File: config.mk
export PLATFORM = sky130hd
export DESIGN_NAME = base64_stream_encoder
export DESIGN_NICKNAME = d
export VERILOG_FILES = /design/src/sv/b64se_pkg.sv /design/src/sv/base64_stream_encoder.sv /design/src/sv/b64se_front.sv /design/src/sv/b64se_queue.sv /design/src/sv/b64se_back.sv
export SDC_FILE = /design/constraint.sdc
export NUM_CORES = 1
export LEC_CHECK = 0
export BUFFER_PORTS_ARGS = -buffer_cell sky130_fd_sc_hd__buf_2
export CAP_MARGIN = 20
export CORE_MARGIN = 2
export CORE_UTILIZATION = 55
export DETAILED_ROUTE_END_ITERATION = 7
export GPL_TIMING_DRIVEN = 0
export PLACE_DENSITY = 0.76
export SLEW_MARGIN = 20
export SYNTH_ARGS = -nofsm -noshare
export SYNTH_HDL_FRONTEND = slang
export SYNTH_HIERARCHICAL = 1
export SYNTH_SLANG_ARGS = --single-unit
File: constraint.sdc
create_clock -name clk -period 9.7 [get_ports clk]
set_input_delay 0.97 -clock clk [delete_from_list [all_inputs] [get_ports clk]]
set_output_delay 0.97 -clock clk [all_outputs]
set_load 0.02 [all_outputs]
File: src/sv/b64se_pkg.sv
// Shared types, constants and character functions for the Base64 stream encoder.
package b64se_pkg;

  localparam int QUEUE_DEPTH = 2;

  localparam logic [6:0] PAD_CHAR   = 7'h3D;
  localparam logic [6:0] PLUS_CHAR  = 7'h2B;
  localparam logic [6:0] SLASH_CHAR = 7'h2F;
  localparam logic [6:0] UPPER_BASE = 7'h41;
  localparam logic [6:0] LOWER_BASE = 7'h61;
  localparam logic [6:0] DIGIT_BASE = 7'h30;

  localparam logic [1:0] CHAR_THIRD = 2'd2;
  localparam logic [1:0] CHAR_LAST  = 2'd3;

  typedef struct packed {
    logic [23:0] word;
    logic [1:0]  n;
    logic        mark;
  } grp_t;

  typedef struct packed {
    logic valid;
    grp_t grp;
  } push_t;

  typedef struct packed {
    logic full;
    logic empty;
  } q_stat_t;

  typedef struct packed {
    logic [6:0] code;
    logic       last;
  } out_char_t;

  function automatic logic [6:0] sextet_char(input logic [5:0] v);
    logic [6:0] v7;
    logic [6:0] r;
    v7 = {1'b0, v};
    if (v < 6'd26) begin
      r = UPPER_BASE + v7;
    end else if (v < 6'd52) begin
      r = LOWER_BASE + v7 - 7'd26;
    end else if (v < 6'd62) begin
      r = DIGIT_BASE + v7 - 7'd52;
    end else if (v == 6'd62) begin
      r = PLUS_CHAR;
    end else begin
      r = SLASH_CHAR;
    end
    return r;
  endfunction

  function automatic out_char_t group_char(input grp_t g, input logic [1:0] k);
    out_char_t  r;
    logic [5:0] s;
    unique case (k)
      2'd0: s = g.word[23:18];
      2'd1: s = g.word[17:12];
      2'd2: s = g.word[11:6];
      default: s = g.word[5:0];
    endcase
    r.code = sextet_char(s);
    r.last = 1'b0;
    if (k == CHAR_THIRD && g.n < 2'd2) begin
      r.code = PAD_CHAR;
    end
    if (k == CHAR_LAST) begin
      if (g.n < 2'd3) begin
        r.code = PAD_CHAR;
      end
      r.last = g.mark;
    end
    return r;
  endfunction

endpackage

File: src/sv/base64_stream_encoder.sv
// Top level of the Base64 stream encoder with '=' padding.
// A finished group is queued; its first character is then registered in the output register.
// Throughput: one item per cycle while the group queue has room; characters leave one per cycle
// while out_stall is low, four characters per group.
// Reset (synchronous, active low) clears the pending byte count, the queue and the serializer.
module base64_stream_encoder import b64se_pkg::*; #(
  parameter int QDEPTH = QUEUE_DEPTH
) (
  input  logic       clk,
  input  logic       rst_n,
  input  logic       in_valid,
  output logic       in_stall,
  input  logic [7:0] in_data_byte,
  input  logic       in_byte_present,
  input  logic       in_end_of_message,
  output logic       out_valid,
  input  logic       out_stall,
  output logic [6:0] out_char_code,
  output logic       out_last_char
);

  push_t   push;
  q_stat_t q_stat;
  grp_t    head;
  logic    pop;

  b64se_front u_front (
    .clk               (clk),
    .rst_n             (rst_n),
    .in_valid          (in_valid),
    .in_stall          (in_stall),
    .in_data_byte      (in_data_byte),
    .in_byte_present   (in_byte_present),
    .in_end_of_message (in_end_of_message),
    .q_stat            (q_stat),
    .push              (push)
  );

  b64se_queue #(
    .DEPTH (QDEPTH)
  ) u_queue (
    .clk    (clk),
    .rst_n  (rst_n),
    .push   (push),
    .pop    (pop),
    .head   (head),
    .q_stat (q_stat)
  );

  b64se_back u_back (
    .clk           (clk),
    .rst_n         (rst_n),
    .head          (head),
    .q_stat        (q_stat),
    .pop           (pop),
    .out_valid     (out_valid),
    .out_stall     (out_stall),
    .out_char_code (out_char_code),
    .out_last_char (out_last_char)
  );

  a_no_push_full: assert property (@(posedge clk) disable iff (!rst_n)
    !(push.valid && q_stat.full))
    else $error("group written into a full queue");

  a_no_pop_empty: assert property (@(posedge clk) disable iff (!rst_n)
    !(pop && q_stat.empty))
    else $error("group taken from an empty queue");

  a_stat_sane: assert property (@(posedge clk) disable iff (!rst_n)
    !(q_stat.full && q_stat.empty))
    else $error("queue reports full and empty together");

  a_char_range: assert property (@(posedge clk) disable iff (!rst_n)
    out_valid |-> (out_char_code >= PLUS_CHAR))
    else $error("output character outside the Base64 set");

endmodule

File: src/sv/b64se_front.sv
// Input side: collects bytes into three-byte groups and queues finished groups.
module b64se_front import b64se_pkg::*; (
  input  logic       clk,
  input  logic       rst_n,
  input  logic       in_valid,
  output logic       in_stall,
  input  logic [7:0] in_data_byte,
  input  logic       in_byte_present,
  input  logic       in_end_of_message,
  input  q_stat_t    q_stat,
  output push_t      push
);

  logic [15:0] pend_bytes_r, pend_bytes_nxt;
  logic [1:0]  pend_cnt_r, pend_cnt_nxt;
  logic [1:0]  cnt;
  logic        accept;

  assign in_stall = q_stat.full;
  assign accept   = in_valid && !q_stat.full;

  always_comb begin
    cnt            = (pend_cnt_r == 2'd3) ? 2'd0 : pend_cnt_r;
    pend_bytes_nxt = pend_bytes_r;
    pend_cnt_nxt   = cnt;
    push           = '0;
    if (in_byte_present && cnt == 2'd2) begin
      push.valid    = accept;
      push.grp.word = {pend_bytes_r, in_data_byte};
      push.grp.n    = 2'd3;
      push.grp.mark = in_end_of_message;
      pend_cnt_nxt  = 2'd0;
    end else begin
      if (in_byte_present) begin
        if (cnt == 2'd0) begin
          pend_bytes_nxt = {in_data_byte, 8'h00};
        end else begin
          pend_bytes_nxt = {pend_bytes_r[15:8], in_data_byte};
        end
        pend_cnt_nxt = cnt + 2'd1;
      end
      if (in_end_of_message && pend_cnt_nxt != 2'd0) begin
        push.valid    = accept;
        push.grp.word = {pend_bytes_nxt, 8'h00};
        push.grp.n    = pend_cnt_nxt;
        push.grp.mark = 1'b1;
        pend_cnt_nxt  = 2'd0;
      end
    end
  end

  always_ff @(posedge clk) begin
    if (!rst_n) begin
      pend_cnt_r <= 2'd0;
    end else if (accept) begin
      pend_cnt_r <= pend_cnt_nxt;
    end
  end

  always_ff @(posedge clk) begin
    if (accept) begin
      pend_bytes_r <= pend_bytes_nxt;
    end
  end

endmodule

File: src/sv/b64se_queue.sv
// Short group queue between the input side and the character serializer.
module b64se_queue import b64se_pkg::*; #(
  parameter int DEPTH = QUEUE_DEPTH
) (
  input  logic    clk,
  input  logic    rst_n,
  input  push_t   push,
  input  logic    pop,
  output grp_t    head,
  output q_stat_t q_stat
);

  localparam int PW = (DEPTH > 1) ? $clog2(DEPTH) : 1;
  localparam int CW = $clog2(DEPTH + 1);

  grp_t          entries_r [DEPTH];
  logic [PW-1:0] wr_ptr_r, wr_ptr_nxt;
  logic [PW-1:0] rd_ptr_r, rd_ptr_nxt;
  logic [CW-1:0] cnt_r, cnt_nxt;

  assign q_stat.full  = (cnt_r == CW'(DEPTH));
  assign q_stat.empty = (cnt_r == '0);
  assign head         = entries_r[rd_ptr_r];

  always_comb begin
    wr_ptr_nxt = wr_ptr_r;
    rd_ptr_nxt = rd_ptr_r;
    cnt_nxt    = cnt_r;
    if (push.valid) begin
      wr_ptr_nxt = (wr_ptr_r == PW'(DEPTH - 1)) ? '0 : wr_ptr_r + 1'b1;
    end
    if (pop) begin
      rd_ptr_nxt = (rd_ptr_r == PW'(DEPTH - 1)) ? '0 : rd_ptr_r + 1'b1;
    end
    if (push.valid && !pop) begin
      cnt_nxt = cnt_r + 1'b1;
    end else if (pop && !push.valid) begin
      cnt_nxt = cnt_r - 1'b1;
    end
  end

  always_ff @(posedge clk) begin
    if (!rst_n) begin
      wr_ptr_r <= '0;
      rd_ptr_r <= '0;
      cnt_r    <= '0;
    end else begin
      wr_ptr_r <= wr_ptr_nxt;
      rd_ptr_r <= rd_ptr_nxt;
      cnt_r    <= cnt_nxt;
    end
  end

  always_ff @(posedge clk) begin
    if (push.valid) begin
      entries_r[wr_ptr_r] <= push.grp;
    end
  end

endmodule

File: src/sv/b64se_back.sv
// Output side: turns each queued group into four characters, one per cycle while out_stall is low.
module b64se_back import b64se_pkg::*; (
  input  logic       clk,
  input  logic       rst_n,
  input  grp_t       head,
  input  q_stat_t    q_stat,
  output logic       pop,
  output logic       out_valid,
  input  logic       out_stall,
  output logic [6:0] out_char_code,
  output logic       out_last_char
);

  grp_t       grp_r, grp_nxt;
  logic [1:0] idx_r, idx_nxt;
  logic       busy_r, busy_nxt;
  logic       out_valid_r, out_valid_nxt;
  out_char_t  out_r, out_nxt;
  logic       adv;

  assign adv           = !out_valid_r || !out_stall;
  assign out_valid     = out_valid_r;
  assign out_char_code = out_r.code;
  assign out_last_char = out_r.last;

  always_comb begin
    grp_nxt       = grp_r;
    idx_nxt       = idx_r;
    busy_nxt      = busy_r;
    out_nxt       = out_r;
    out_valid_nxt = out_valid_r;
    pop           = 1'b0;
    if (adv) begin
      out_valid_nxt = 1'b0;
      if (busy_r) begin
        out_valid_nxt = 1'b1;
        out_nxt       = group_char(grp_r, idx_r);
        idx_nxt       = idx_r + 2'd1;
        if (idx_r == CHAR_LAST) begin
          busy_nxt = 1'b0;
        end
      end else if (!q_stat.empty) begin
        pop           = 1'b1;
        out_valid_nxt = 1'b1;
        out_nxt       = group_char(head, 2'd0);
        grp_nxt       = head;
        idx_nxt       = 2'd1;
        busy_nxt      = 1'b1;
      end
    end
  end

  always_ff @(posedge clk) begin
    if (!rst_n) begin
      busy_r      <= 1'b0;
      idx_r       <= 2'd0;
      out_valid_r <= 1'b0;
    end else begin
      busy_r      <= busy_nxt;
      idx_r       <= idx_nxt;
      out_valid_r <= out_valid_nxt;
    end
  end

  always_ff @(posedge clk) begin
    grp_r <= grp_nxt;
    out_r <= out_nxt;
  end

endmodule
==> flow_summary.toml <==
[status]
outcome = "completed"

[route]
routed_wirelength_um = 10600
drc = 0
wire_per_inst_um = 17.6
vias = 3512
drtIter0Drc = 175
route.detailed.vias_per_inst = 5.86
antenna_violating_nets_post_route = 0
drt_pre_antenna_iters = 4

[layout]
area_taken_by_multi_input_logic_gates_mm2 = 0.00200
final_instance_count_excl_fillers = 599
highest_count_cells_in_the_layout_ignoring_fill_and_taps = "edfxtp_1 (105), mux2_2 (36), buf_2 (29), inv_1 (25), a22o_1 (24)"
fillerInstances = 707
drive_gt1_frac = 0.268
antenna_diode_count = 0
area_of_all_sequential_standard_cells_mm2 = 0.00337
fin_nets = 483
final_common_cell = "edfxtp_1"
flow.area_growth_from_synthesis_pct = 15.7

[sta]
worst-slew-pin-transition_ns = 0.934
min_period_ns = 3.17
unrepaired_setup_endpoints_after_global_routing = "false"
final_count_of_pins_violating_max_slew = 0
clock.fmax_mhz = 315
maxSlewHeadroom = 0.377
final_setup_violation_count = 0
post-route-period-util = 0.327
report.final.hold_viol_count = 0
final_worst_clock_skew_ns = 0.00984
tns_ns = 0

[logic_synthesis]
synthFlopType = "edfxtp_1"
synth.net_count = 438
number_of_standard_cells_after_synthesis = 408
ys_warn_count = 6
syn-cell-area_mm2 = 0.00555
synthTopCellsByArea = "edfxtp_1 (57%), mux2_2 (7.3%), dfxtp_1 (4.0%)"
ys_ff_latch = 116
synth_top_area_share = 0.568
synth-seq-area-share = 0.607
synthesized_area_per_cell_um2 = 13.6
share_of_synthesized_flip_flops_with_an_asynchronous_set_or_reset = 0
yosys.area.top_type = "edfxtp_1"
synth_cell_type_count = 62
synth_edf_count = 105

[cts]
post_cts.repair.setup_buffers = 0
clock_path_buffers = 2
clock_tree.root_cell = "clkbuf_8"
worstSkewPairLatency_ns = 0.51
cts.reportedPaths.clkPinSlew_ns = 0.06
cts_tree = "built"
post_cts_hold_buffer_count = 0
ctsHtreeMaxLevel = 4
resize_count_post_cts = 0
cts-buffers-inserted = 17
cts.sinks = 116

[placed_design]
hpwlAfterDp_um = 7370
gp_congestion = 0.838
place.port_buffers = 23
placed_cells_incl_taps = 567

[global_route]
maximum_number_of_pins_on_one_net_before_global_route_repair = 29
global_route.usage.met2 = 0.331
globalRouteOverflowTotal = 0
grt_antenna_before_repair = 0
first_global_vias = 3506
top_usage_layer = "met2"
grt_use_met1 = 0.263
gr-usage-all-layers = 0.206
grt_pass1_wl_um = 17400
global_route.usage.met3 = 0.0489

[critical_path]
reg2reg_setup_slack_ns = 6.53
timing.critical_path.fanout_max = 10
critical_path_class = "flop to flop"
critPathArrivalTime_ns = 3.42
crit_required_ns = 9.94
worst_setup_path_start_kind = "flop"
worstSetupEndpointType = "flop"

[job]
max_cap_viol_count = 0

[floorplanning]
die_x_um = 104
num_rows = 36
core_region_area_mm2 = 0.00977
io-pin-count = 24
initial_core_util = 0.568
die_h_um = 104
dieArea_mm2 = 0.0109

[power_and_ir_drop]
power_leakage_nw = 2.40
ir_worst_vdd_mv = 0.137
power-per-cell-area_mw_per_mm2 = 301

[worst_hold_path]
holdCritPathClass = "flop to flop"
[Yosys cell counts, types with 6 or more instances]
master	instances
a21oi_1	21
a22o_1	24
and3_1	10
buf_2	6
buf_4	6
clkbuf_1	6
dfxtp_1	11
edfxtp_1	105
ha_1	16
inv_1	25
mux2_2	36
mux2i_1	7
nand2_1	11
nand3_1	8
nor2_1	10
nor2b_1	6
o21ai_0	10
[registers in the layout (all words and copies together) (netlist names), named ones only]
register / flops
u_queue/entries_r: 54
u_back/grp_r: 27
u_front/pend_bytes_r: 16
u_back/out_char_code: 7
u_back/idx_r: 2
u_front/pend_cnt_r: 2
u_queue/cnt_r: 2
u_back/busy_r: 1
u_back/out_last_char: 1
u_back/out_valid: 1
u_queue/rd_ptr_r: 1
u_queue/wr_ptr_r: 1
[power by group]
group	switching, W	total (W)	internal (W)
Combinational	0.000389	0.000636	0.000247
Sequential	0.0000415	0.000735	0.000693
Clock	0.000222	0.000562	0.000340
Total	0.000652	0.00193	0.00128
[path summary, 6_finish.rpt]
check | startpoint | end | cells past startpoint
setup / recovery | flop | u_back/out_char_code[3] | 10
hold / removal | u_front/pend_cnt_r[1] | u_front/pend_cnt_r[1] | 2
setup reg to reg | flop | u_back/out_char_code[3] | 10
hold reg to reg | u_front/pend_cnt_r[1] | u_front/pend_cnt_r[1] | 2
[per-stage QoR]
stage / area [um^2] / utilization / setup WS [ns] / hold WS (ns) / total power [W]
floorplan: 5550 / - / 5.47 / 0.461 / 0.00121
global placement: 5840 / 0.597 / 4.67 / 0.476 / 0.00134
detailed placement: 5880 / 0.602 / 6.48 / 0.497 / 0.00137
CTS: 6430 / 0.657 / 6.47 / 0.508 / 0.00194
global route: 6430 / 0.657 / 6.31 / 0.526 / 0.00204
finish: 6430 / 0.657 / 6.53 / 0.501 / 0.00193
[cell families after synthesis]
kind of cell	count (synthesis)	share of synthesized area
multiplexers	44	0.0881
buffers and inverters	45	0.0358
AND/OR/NAND/NOR	69	0.0705
AO/OA/AOI/OAI	111	0.151
XOR/XNOR	7	0.0110
adder cells (fa/ha/maj)	16	0.0360
flip-flops	116	0.607
[critical path: stages, from the launching register on]
cell and delay [ns]:
dfxtp_1 0.30, buf_2 0.24, buf_4 0.25, mux2_2 0.45, ha_1 0.29, a21o_1 0.18, a21oi_2 0.36, o21ai_0 0.20
and3_1 0.22, a221oi_1 0.36, a311oi_2 0.06
[per-layer routing]
metal	routed length (um)	up-vias
met5	0	-
met4	308	0
met3	314	24
met2	5170	87
met1	4770	1714
li1	-	1687
[final cells by class]
type / count / area share
Buffer: 18 / 0.0152
Multi-Input combinational cell: 247 / 0.311
Sequential cell: 116 / 0.525
Inverter: 27 / 0.0158
Clock buffer: 18 / 0.0650
Tap cell: 133 / 0.0259
Timing Repair Buffer: 26 / 0.0220
Clock inverter: 14 / 0.0201
Power figures use the tool's default switching activity.
